[config.mk]
export PLATFORM = sky130hd
export DESIGN_NAME = lorff_ctrl
export DESIGN_NICKNAME = d
export VERILOG_FILES = /design/src/lorff_pkg.sv /design/src/lorff_ctrl.sv
export SDC_FILE = /design/constraint.sdc
export NUM_CORES = 1
export LEC_CHECK = 0
export BUFFER_PORTS_ARGS = -buffer_cell sky130_fd_sc_hd__buf_2
export CAP_MARGIN = 20
export CORE_ASPECT_RATIO = 1.2
export CORE_MARGIN = 5
export CORE_UTILIZATION = 40
export CTS_CLUSTER_DIAMETER = 80
export CTS_CLUSTER_SIZE = 16
export DETAILED_ROUTE_END_ITERATION = 7
export HOLD_SLACK_MARGIN = 0.02
export PLACE_DENSITY_LB_ADDON = 0.1
export SLEW_MARGIN = 25
export SYNTH_ARGS = -nofsm -noshare
export SYNTH_HDL_FRONTEND = slang
export SYNTH_SLANG_ARGS = --single-unit
export TNS_END_PERCENT = 10
[constraint.sdc]
create_clock -name clk -period 2 [get_ports clk]
set_clock_uncertainty 0.15 [all_clocks]
set_input_delay 0.4 -clock clk [delete_from_list [all_inputs] [get_ports clk]]
set_output_delay 0.4 -clock clk [all_outputs]
set_load 0.01 [all_outputs]
[src/lorff_pkg.sv]
`timescale 1ns / 1ps

package lorff_pkg;

  // Default store geometry.
  localparam int DEF_MAX_ROWS = 32;
  localparam int DEF_MAX_COLS = 32;

  // Field widths of the request and result items.
  localparam int CMD_W  = 1;
  localparam int ROW_W  = 5;
  localparam int COL_W  = 5;
  localparam int VAL_W  = 8;
  localparam int OUT_W  = 11;
  localparam int OUT_MAX = 2047;

  // Stream bus widths (fields packed from bit 0, padded to whole bytes).
  localparam int IN_TDATA_W  = 24;
  localparam int IN_TUSER_W  = 1;
  localparam int OUT_TDATA_W = 16;

  // Configuration port.
  localparam int CFG_IDX_W  = 1;
  localparam int CFG_DATA_W = 6;
  localparam logic [CFG_IDX_W-1:0]  REG_ROWS_IN_USE = 1'b0;
  localparam logic [CFG_IDX_W-1:0]  REG_COLS_IN_USE = 1'b1;
  localparam logic [CFG_DATA_W-1:0] ROWS_RESET = 6'd32;
  localparam logic [CFG_DATA_W-1:0] COLS_RESET = 6'd32;

  // Request kinds carried on tuser.
  localparam logic [CMD_W-1:0] CMD_WRITE = 1'b0;
  localparam logic [CMD_W-1:0] CMD_RUN   = 1'b1;

  // Neighbor visiting order around a dequeued cell.
  localparam logic [1:0] NB_DOWN  = 2'd0;
  localparam logic [1:0] NB_UP    = 2'd1;
  localparam logic [1:0] NB_RIGHT = 2'd2;
  localparam logic [1:0] NB_LEFT  = 2'd3;

  typedef struct packed {
    logic       load_cell;
    logic       run_start;
    logic       clr_step;
    logic       land_rd;
    logic       land_cap;
    logic       seed;
    logic       seed_scan;
    logic       pop_rd;
    logic       pop_cap;
    logic       nb_ev;
    logic [1:0] nb_sel;
    logic       best_upd;
    logic       scan_rd;
    logic       scan_adv;
    logic       out_load;
  } lorff_cmd_t;

  typedef struct packed {
    logic start_ok;
    logic clr_done;
    logic q_empty;
    logic nb_ok;
    logic free_land;
    logic scan_done;
    logic out_busy;
  } lorff_status_t;

endpackage

[src/lorff_ctrl.sv]
`timescale 1ns / 1ps

module lorff_ctrl (
  input  logic                           clk,
  input  logic                           rst_n,
  input  logic                           in_tvalid,
  input  logic [lorff_pkg::CMD_W-1:0]    in_command,
  output logic                           in_tready,
  output lorff_pkg::lorff_cmd_t          cmd,
  input  lorff_pkg::lorff_status_t       sts
);

  import lorff_pkg::*;

  localparam logic [3:0] S_IDLE    = 4'd0;
  localparam logic [3:0] S_CHK     = 4'd1;
  localparam logic [3:0] S_CLR     = 4'd2;
  localparam logic [3:0] S_LAND_RD = 4'd3;
  localparam logic [3:0] S_LAND_WT = 4'd4;
  localparam logic [3:0] S_POP_RD  = 4'd5;
  localparam logic [3:0] S_POP_WT  = 4'd6;
  localparam logic [3:0] S_NB_RD   = 4'd7;
  localparam logic [3:0] S_NB_EV   = 4'd8;
  localparam logic [3:0] S_SCAN_RD = 4'd9;
  localparam logic [3:0] S_SCAN_EV = 4'd10;
  localparam logic [3:0] S_DONE    = 4'd11;

  logic [3:0] state_r, state_nxt;
  logic [1:0] nb_r, nb_nxt;
  // Set while the start region is being flooded; its size is not ranked.
  logic       first_r, first_nxt;
  logic       accept;

  assign in_tready = (state_r == S_IDLE);
  assign accept    = in_tvalid && in_tready;

  always_comb begin
    state_nxt = state_r;
    nb_nxt    = nb_r;
    first_nxt = first_r;
    cmd       = '0;
    cmd.nb_sel = nb_r;

    unique case (state_r)
      S_IDLE: begin
        if (accept) begin
          if (in_command == CMD_RUN) begin
            cmd.run_start = 1'b1;
            state_nxt     = S_CHK;
          end else begin
            cmd.load_cell = 1'b1;
          end
        end
      end
      S_CHK: begin
        state_nxt = sts.start_ok ? S_CLR : S_DONE;
      end
      S_CLR: begin
        cmd.clr_step = 1'b1;
        if (sts.clr_done) begin
          state_nxt = S_LAND_RD;
        end
      end
      S_LAND_RD: begin
        cmd.land_rd = 1'b1;
        state_nxt   = S_LAND_WT;
      end
      S_LAND_WT: begin
        cmd.land_cap = 1'b1;
        cmd.seed     = 1'b1;
        first_nxt    = 1'b1;
        state_nxt    = S_POP_RD;
      end
      S_POP_RD: begin
        if (sts.q_empty) begin
          cmd.best_upd = !first_r;
          first_nxt    = 1'b0;
          state_nxt    = S_SCAN_RD;
        end else begin
          cmd.pop_rd = 1'b1;
          state_nxt  = S_POP_WT;
        end
      end
      S_POP_WT: begin
        cmd.pop_cap = 1'b1;
        nb_nxt      = NB_DOWN;
        state_nxt   = S_NB_RD;
      end
      S_NB_RD: begin
        if (sts.nb_ok) begin
          state_nxt = S_NB_EV;
        end else if (nb_r == NB_LEFT) begin
          state_nxt = S_POP_RD;
        end else begin
          nb_nxt = nb_r + 2'd1;
        end
      end
      S_NB_EV: begin
        cmd.nb_ev = 1'b1;
        if (nb_r == NB_LEFT) begin
          state_nxt = S_POP_RD;
        end else begin
          nb_nxt    = nb_r + 2'd1;
          state_nxt = S_NB_RD;
        end
      end
      S_SCAN_RD: begin
        if (sts.scan_done) begin
          state_nxt = S_DONE;
        end else begin
          cmd.scan_rd = 1'b1;
          state_nxt   = S_SCAN_EV;
        end
      end
      S_SCAN_EV: begin
        cmd.scan_adv = 1'b1;
        if (sts.free_land) begin
          cmd.seed      = 1'b1;
          cmd.seed_scan = 1'b1;
          state_nxt     = S_POP_RD;
        end else begin
          state_nxt = S_SCAN_RD;
        end
      end
      S_DONE: begin
        if (!sts.out_busy) begin
          cmd.out_load = 1'b1;
          state_nxt    = S_IDLE;
        end
      end
      default: begin
        state_nxt = S_IDLE;
      end
    endcase
  end

  always_ff @(posedge clk) begin
    if (!rst_n) begin
      state_r <= S_IDLE;
      nb_r    <= NB_DOWN;
      first_r <= 1'b0;
    end else begin
      state_r <= state_nxt;
      nb_r    <= nb_nxt;
      first_r <= first_nxt;
    end
  end

endmodule

==> reports/qor.txt, run 1 <==
Sequential element share of the synthesized area - 0.215
Post-Syn Area - 652 sq um
Placement Cell Area - 822 sq um
DRC - 0
Worst EP required - 1450 ps
Slew headroom - 0.783
Switching Power - 0.461 mW
Warnings from Yosys - 0
Sequential cell fraction of total power - 0.277
Worst-Margin Slew - 325 ps
Setup crit end kind - output pin
Share of cells above drive strength 1 - 0.412
Hold_buf cts - 0
CTS buffer count - 3
Fin worst setup slack - 88.4 ps
Yosys top cell area share - 0.215
Final #Nets - 132
Num rows - 16
Area leader, netlist - dfxtp_1
Post-CTS Setup Bufs - 0
FF/Latch Area - 153 sq um
CTS tree - built
Multi-input logic area - 479 sq um
Peak supply drop - 0.000660 V
Fin area - 887 sq um
Final setup vio count - 0
#FFs+latches synth - 7
Crit-path cells - buf_4 > nor4_2 > or2_2 > buf_2
CP Launch Type - flip-flop
Worst-path clk slew - 50 ps
RD Place Congestion - 0.748
H-tree depth - 1
Root Buffer - clkbuf_4
Largest stage delay on the critical path - 370 ps
Fin crit period - 1910 ps
Antenna viol nets, final - 0
Hold Crit Class - in2reg
Critical path type - reg2out
Vias in the first global route - 660
Initial antenna violation count - 0
Final hold viol count - 0
Area grow syn2layout - 36.1%
Distinct cells, synth - 37
Chip Height - 54.2 microns
Gate power share - 0.604
Switching share of power - 0.443
Largest net degree at the start of global routing - 17
Core ar. - 0.00158 sq mm
Outcome - finished, final reports clean
Ranking of synthesized cells by area - dfxtp_1, a21oi_1, nor2_1, nand2b_1, nor4b_4
Leak - 0.430 nW
Routed wire length - 1.71 mm
DRT iter0 DRCs - 6
Pre-CTS WS - 179 ps
Syn_area_per_cell - 7.41 sq um
Clock Path Buffers - 2
Final slew viol count - 0
DIE AREA - 0.00254 sq mm
Port Buffers - 27
Initial Util - 0.412
Diode count - 0
Maximum clock rate - 523 MHz
Post-Synthesis Cells - 88
Critical Path Slowest Stage Cell - dfxtp_4
CP Max Fanout - 11
Max Cap Viol - 0
Routed WL per cell - 12.4 microns
Fill cells - 164
First-pass GRT wire length - 2.84 mm
Critical Path AT - 1360 ps
Die W - 46.9 microns
Clock power share - 0.119
Crit share post-route - 0.956
PD cells - 1170 mW/mm^2
Syn_nets - 100
DR vias - 734
Clk sinks - 7
Post-layout util - 0.561
Drt via density - 5.36
Worst-Skew Late Latency - 250 ps
Drt pass-1 iters - 4
GRT overflow - 0
Pint - 0.581 mW
IO Pins - 28
DP HPWL - 1.35 mm
Tot GR Track Use - 0.152
## flip-flops by register name, indices dropped and copies added, names as in the netlist
register,flops
first_r,1
nb_r,2
state_r,4
## worst paths after layout
path / start / endpoint / slack (ps) / cells past startpoint
hold / removal: rst_n / state_r[1]$_SDFFE_PN0P_ / 250 / 2
setup / recovery: state_r[0]$_SDFFE_PN0P_ / cmd[10] / 90 / 4
hold reg to reg: first_r$_SDFFE_PN0P_ / first_r$_SDFFE_PN0P_ / 370 / 2
setup reg to reg: state_r[3]$_SDFFE_PN0P_ / nb_r[1]$_SDFFE_PN0P_ / 380 / 5
## worst max-delay path: cells and delay by family, from the launching register on
family	cells	cell delay [ps]
flip-flops	1	370
AND/OR/NAND/NOR	2	460
buffers and inverters	2	280
## cell families (layout without fill, tap and decap cells)
| group | after synthesis | in the layout | synth area share |
|---|---|---|---|
| DFF | 7 | 7 | 0.215 |
| and+or+nand+nor | 43 | 43 | 0.426 |
| muxes | 1 | 1 | 0.0173 |
| buffers and inverters | 11 | 42 | 0.0844 |
| AOI/OAI and AO/OA | 25 | 25 | 0.238 |
| adders and majority gates | 1 | 1 | 0.0192 |
## cells in the mapped netlist
master    instances
a21oi_1          12
dfxtp_1           7
nor2_1            7
nand2_1           6
buf_2             4
inv_1             4
nand2b_1          4
nor3_1            4
and3_1            3
nor2b_1           3
o21ai_0           3
a21o_1            2
nand3_1           2
nand3b_1          2
o21ai_1           2
or3_1             2
a311o_1           1
a311oi_1          1
a32oi_1           1
and4b_1           1
and4bb_1          1
and4bb_2          1
buf_6             1
clkbuf_1          1
clkbuf_2          1
ha_1              1
mux2_2            1
nor3b_1           1
nor4_1            1
nor4_2            1
nor4b_1           1
nor4b_4           1
o211a_1           1
o211ai_1          1
o311a_1           1
or2_2             1
or3b_1            1
## power by group through the flow
stage / Clock, mW / Combinational, mW / Sequential (mW)
2_1_floorplan: 0 / 0.473 / 0.214
3_3_place_gp: 0 / 0.594 / 0.272
3_5_place_dp: 0 / 0.598 / 0.271
4_1_cts: 0.132 / 0.621 / 0.275
5_1_grt: 0.139 / 0.699 / 0.302
6_report: 0.124 / 0.629 / 0.289
## per-layer routing
metal,track usage,part of all wire
met1,0.191,0.44
met2,0.247,0.49
met3,0.0296,0.056
met4,0.0691,0.0053
met5,0,0
## cell type report
class / count / area share
flip-flops and latches: 7 / 0.172
inverters: 4 / 0.0169
well taps: 18 / 0.0254
clock buffers: 4 / 0.0296
multi-input cells: 70 / 0.540
repair buffers: 34 / 0.216
## cells in the final DEF (no fill, tap or decap), types with 2 or more instances in the layout
master / count
or3_1: 2
inv_1: 4
buf_4: 6
and3_1: 3
a21o_1: 2
clkbuf_4: 3
a21oi_1: 12
nand2_1: 6
o21ai_0: 3
buf_2: 27
nand2b_1: 4
o21ai_1: 2
nand3_1: 2
nor2b_1: 3
nand3b_1: 2
nor3_1: 4
dfxtp_4: 3
nor2_1: 6
dfxtp_1: 3
## through the flow
| stage | TNS (ps) | std cells | power, mW | hold WS (ps) |
|---|---|---|---|---|
| final | 0 | 137 | 1.04 | 251 |
| after global routing | -9.64 | 137 | 1.14 | 248 |
| after CTS | 0 | 137 | 1.03 | 249 |
| after detailed placement | 0 | 133 | 0.869 | 344 |
| after global placement | 0 | 133 | 0.866 | 334 |
| after floorplan | 0 | 88 | 0.687 | 308 |
## timing repair
action / in CTS / in global routing
setup endpoints to repair: 4 / 4
pin swaps: 0 / 2
resized for setup: 4 / 8
(Power assumes the default switching activity.)
==> inputs of run 2 (changes only) <==
--- a/config.mk
+++ b/config.mk
@@ -5,7 +5,7 @@
 export SDC_FILE = /design/constraint.sdc
 export NUM_CORES = 1
 export LEC_CHECK = 0
-export BUFFER_PORTS_ARGS = -buffer_cell sky130_fd_sc_hd__buf_2
+export BUFFER_PORTS_ARGS = -buffer_cell sky130_fd_sc_hd__clkbuf_2
 export CAP_MARGIN = 20
 export CORE_ASPECT_RATIO = 1.2
 export CORE_MARGIN = 5
==> run 2 against run 1 <==
Clock power barely moved. Largest cell class unchanged. Non-clock buffer count rose by 3. Sequential power fell by 11%.
==> reports/qor.txt, run 2 (synthesized netlist as in run 1, its figures left out) <==
Vias in the first global route - 635 (-3.8%)
Fin crit period - 1930 ps (+14.0 ps)
Worst-Margin Slew - 372 ps (+47.4 ps)
Initial Util - 0.412 (unchanged)
Final setup vio count - 0 (unchanged)
IO Pins - 28 (unchanged)
Crit share post-route - 0.963 (+0.00698)
Clock power share - 0.118 (about the same)
Largest net degree at the start of global routing - 19 (+2)
First-pass GRT wire length - 2.69 mm (-5.3%)
Commonest cells after routing, fill and taps aside - clkbuf_2, a21oi_1, buf_4, nor2_1, nand2_1
Hold_buf cts - 0 (unchanged)
DRC - 0 (unchanged)
Sequential cell fraction of total power - 0.238 (-0.039)
Worst-path clk slew - 50 ps (about the same)
Antenna viol nets, final - 0 (unchanged)
Final Hold Slack - 243 ps (-8.03 ps)
Clock Path Buffers - 2 (unchanged)
Chip Height - 54.2 microns (unchanged)
Root Buffer - clkbuf_4
Final hold viol count - 0 (unchanged)
Pint - 0.600 mW (+3.3%)
Worst EP required - 1450 ps (about the same)
Area grow syn2layout - 36.5%
Final slew viol count - 0 (unchanged)
DR vias - 744 (+1.4%)
Leak - 0.430 nW (about the same)
DIE AREA - 0.00254 sq mm (unchanged)
Routed wire length - 1.79 mm (+4.9%)
RSZ-0062 raised after global routing - true
Switching Power - 0.474 mW (+2.7%)
Hold Crit Class - in2reg
H-tree depth - 1 (unchanged)
Diode count - 0 (unchanged)
Largest reg by FF count - state_r
Core ar. - 0.00158 sq mm (unchanged)
Multi-input logic area - 472 sq um (-1.6%)
PD cells - 1210 mW/mm^2 (+2.7%)
Port Buffers - 27 (unchanged)
Max reg flops - 4 (unchanged)
CTS tree - built
Setup crit end kind - output pin
Post-layout util - 0.563 (+0.00158)
Max Cap Viol - 0 (unchanged)
DP HPWL - 1.40 mm (+3.5%)
Gate power share - 0.643 (+0.039)
Clk sinks - 7 (unchanged)
Fill cells - 166 (+1.2%)
CP Launch Type - flip-flop
GRT overflow - 0 (unchanged)
Critical Path AT - 1380 ps (+20 ps)
Most common cell after layout, fill and taps aside - clkbuf_2
Die W - 46.9 microns (unchanged)
CTS buffer count - 3 (unchanged)
Switching share of power - 0.441 (-0.00133)
Biggest regs - state_r x4, nb_r x2, first_r x1
Num rows - 16 (unchanged)
FF/Latch Area - 144 sq um (-5.7%)
Drt pass-1 iters - 3 (-1)
CP Max Fanout - 5 (-6)
Peak supply drop - 0.000621 V (-6.0%)
Drt via density - 5.31 (-0.81%)
Slew headroom - 0.752 (-0.0316)
Initial antenna violation count - 0 (unchanged)
Critical path type - reg2out
Final #Nets - 135 (+2.3%)
Share of cells above drive strength 1 - 0.402 (-0.0101)
Worst-Skew Late Latency - 250 ps (about the same)
Tot GR Track Use - 0.147 (-0.00475)
RD Place Congestion - 0.758 (+1.3%)
DRT iter0 DRCs - 6 (unchanged)
Maximum clock rate - 519 MHz (-0.72%)
Routed WL per cell - 12.8 microns (+2.6%)
Outcome - finished, final reports clean
-- run 2: changes by cell type in the layout (fill, tap and decap cells not counted), moves of 2 or more --
cell      previous run  this run
dfxtp_2              1         3
buf_4                6        10
dfxtp_4              3         0
clkbuf_2             0        26
buf_2               27         1
-- run 2: final timing paths --
path	start	end	slack (ps)	cells past startpoint
min	rst_n	state_r[1]$_SDFFE_PN0P_	240	2
max	state_r[1]$_SDFFE_PN0P_	cmd[14]	70	4
min reg2reg	first_r$_SDFFE_PN0P_	first_r$_SDFFE_PN0P_	350	2
max reg2reg	state_r[2]$_SDFFE_PN0P_	state_r[0]$_SDFFE_PN0P_	390	4
-- run 2: area by class of cell --
| type | instances | area share |
|---|---|---|
| Clock buffer | 4 | 0.0295 |
| Multi-Input combinational cell | 70 | 0.530 |
| Sequential cell | 7 | 0.162 |
| Tap cell | 18 | 0.0253 |
| Timing Repair Buffer | 37 | 0.236 |
| Inverter | 4 | 0.0169 |
-- run 2: critical path, stage by stage (launching register included) --
cell      delay [ps]
dfxtp_2          340
buf_4            160
nor4_4           310
and3_1           190
clkbuf_2         120
-- run 2: repair_timing --
action                     4_1_cts  5_1_grt
gates resized for setup          2        4
pin swaps                        0        1
setup endpoints to repair        5        4
buffers inserted                 0        1
-- run 2: layer usage --
metal | track usage | part of all wire
met2 | 0.231 | 0.51
met3 | 0.00987 | 0.048
met5 | 0 | 0
met4 | 0.0922 | 0.020
met1 | 0.192 | 0.43
-- run 2: power by group through the flow --
stage	clock network, mW	registers [mW]	logic [mW]
global placement	0	0.247	0.645
floorplan	0	0.214	0.473
global route	0.138	0.262	0.766
CTS	0.132	0.247	0.669
detailed placement	0	0.247	0.649
finish	0.127	0.256	0.691
-- run 2: through the flow --
step           instance area [sq um]  total power [mW]  cells  TNS, ps  worst slack, ps
3_5_place_dp                     837             0.896    135        0              175
4_1_cts                          873              1.05    139        0             51.0
6_report                         890              1.07    140        0             74.4
3_3_place_gp                     837             0.892    135        0              193
5_1_grt                          890              1.17    140    -17.2            -17.2
2_1_floorplan                    652             0.687     88        0             47.9
==> inputs of run 3 (changes only) <==
--- a/config.mk
+++ b/config.mk
@@ -14,7 +14,7 @@
 export CTS_CLUSTER_SIZE = 16
 export DETAILED_ROUTE_END_ITERATION = 7
 export HOLD_SLACK_MARGIN = 0.02
-export PLACE_DENSITY_LB_ADDON = 0.1
+export PLACE_DENSITY = 0.73
 export SLEW_MARGIN = 25
 export SYNTH_ARGS = -nofsm -noshare
 export SYNTH_HDL_FRONTEND = slang
==> run 3 against run 2 <==
Sequential power is 18% higher. Utilization is the same. Die area unchanged. Critical endpoint is now cmd[10]. Highest routed layer unchanged.
==> reports/qor.txt, run 3 (synthesized netlist as in run 1, its figures left out) <==
DIE AREA - 0.00254 sq mm (unchanged)
Peak supply drop - 0.000671 V (+8.1%)
Most common cell after layout, fill and taps aside - clkbuf_2
Placement Cell Area - 830 sq um (-0.90%)
Initial Util - 0.412 (unchanged)
CP Launch Type - flip-flop
Slew headroom - 0.780 (+0.0281)
Drt pass-1 iters - 2 (-1)
Num rows - 16 (unchanged)
CTS buffer count - 3 (unchanged)
Setup crit end kind - output pin
Hold Crit Class - in2reg
Final hold viol count - 0 (unchanged)
Largest net degree at the start of global routing - 18 (-1)
Final Hold Slack - 259 ps (+16.0 ps)
Critical Path Slowest Stage Cell - dfxtp_2
Final slew viol count - 0 (unchanged)
Post-CTS Setup Bufs - 0 (unchanged)
Fin crit period - 1930 ps (+7.89 ps)
Outcome - finished, final reports clean
Post-route insts no fill - 138 (-1.4%)
First-pass GRT wire length - 2.59 mm (-3.9%)
Port Buffers - 27 (unchanged)
DRT iter0 DRCs - 11 (+5)
PD cells - 1170 mW/mm^2 (-2.8%)
Final #Nets - 133 (-1.5%)
Diode count - 0 (unchanged)
Biggest regs - state_r x4, nb_r x2, first_r x1
Initial antenna violation count - 0 (unchanged)
Routed WL per cell - 12.0 microns (-6.1%)
Clk sinks - 7 (unchanged)
Multi-input logic area - 483 sq um (+2.4%)
Area grow syn2layout - 36.5% (unchanged)
RSZ-0062 raised after global routing - true
Commonest cells after routing, fill and taps aside - clkbuf_2, a21oi_1, buf_4, nor2_1, nand2_1
Worst-Skew Late Latency - 240 ps (about the same)
Drt via density - 5.28 (-0.60%)
DP HPWL - 1.30 mm (-6.9%)
Worst-Margin Slew - 330 ps (-42.2 ps)
Chip Height - 54.2 microns (unchanged)
Worst EP required - 1450 ps (about the same)
Critical Path AT - 1380 ps (about the same)
DR vias - 729 (-2.0%)
CTS tree - built
Final setup vio count - 0 (unchanged)
H-tree depth - 1 (unchanged)
GRT overflow - 0 (unchanged)
Post-Place Cells - 134 (-0.74%)
Total power - 1.04 mW (-2.8%)
Antenna viol nets, final - 0 (unchanged)
Max Cap Viol - 0 (unchanged)
Crit-path cells - nor2_1 > and3_1 > or2_2 > clkbuf_2
Share of cells above drive strength 1 - 0.417 (+0.0150)
Worst-path clk slew - 50 ps (about the same)
Fill cells - 163 (-1.8%)
Clock Path Buffers - 2 (unchanged)
Critical path type - reg2out
CP Max Fanout - 14 (+9)
Largest reg by FF count - state_r
IO Pins - 28 (unchanged)
Max reg flops - 4 (unchanged)
Core ar. - 0.00158 sq mm (unchanged)
Routed wire length - 1.66 mm (-7.4%)
Largest stage delay on the critical path - 460 ps (+120 ps)
Root Buffer - clkbuf_4
Die W - 46.9 microns (unchanged)
Tot GR Track Use - 0.139 (-0.00806)
RD Place Congestion - 0.758 (about the same)
Leak - 0.422 nW (-2.0%)
Maximum clock rate - 517 MHz (-0.41%)
Crit share post-route - 0.967 (+0.00394)
Vias in the first global route - 615 (-3.1%)
Fin area - 890 sq um (unchanged)
FF/Latch Area - 148 sq um (+2.6%)
DRC - 0 (unchanged)
==> run 3: per-stage QoR <==
step	TNS (ps)	util	setup slack (ps)
6_report	0	0.563	66.5
5_1_grt	-1.26	0.563	-1.26
2_1_floorplan	0	-	47.9
4_1_cts	0	0.550	29.1
3_3_place_gp	0	0.525	206
3_5_place_dp	0	0.525	187
==> run 3: power breakdown <==
| part | internal [mW] | switching, mW | total (mW) |
|---|---|---|---|
| sequential | 0.191 | 0.113 | 0.303 |
| clock | 0.0757 | 0.0456 | 0.121 |
| combinational | 0.316 | 0.303 | 0.619 |
| total | 0.582 | 0.461 | 1.04 |
==> run 3: layout make-up <==
| class | count | area share |
|---|---|---|
| multi-input cells | 70 | 0.543 |
| clock buffers | 4 | 0.0295 |
| inverters | 4 | 0.0169 |
| flip-flops and latches | 7 | 0.166 |
| well taps | 18 | 0.0253 |
| repair buffers | 35 | 0.219 |
==> run 3: path summary, 6_finish.rpt <==
kind	startpoint	end	slack (ps)	cells past startpoint
max	state_r[1]$_SDFFE_PN0P_	cmd[10]	70	4
min	rst_n	state_r[0]$_SDFFE_PN0P_	260	2
max reg2reg	state_r[1]$_SDFFE_PN0P_	nb_r[1]$_SDFFE_PN0P_	300	5
min reg2reg	first_r$_SDFFE_PN0P_	first_r$_SDFFE_PN0P_	380	2
==> run 3: metal layers <==
layer  vias up  GRT usage  wire (microns)
met3         2    0.00987              57
met4         0     0.0829              12
li1        386          -               -
met5         -          0               0
met1       332      0.170             744
met2         9      0.233             840
==> run 3: repair_timing <==
item                                    CTS  global route
endpoints found under the setup margin    5             3
resized for setup                         5             4
hold buffers                              0             0
==> run 3: critical path, delay by kind of cell, from the launching register on <==
| kind | cells | cell delay, ps |
|---|---|---|
| DFF | 1 | 460 |
| buffers and inverters | 1 | 130 |
| and+or+nand+nor | 3 | 550 |
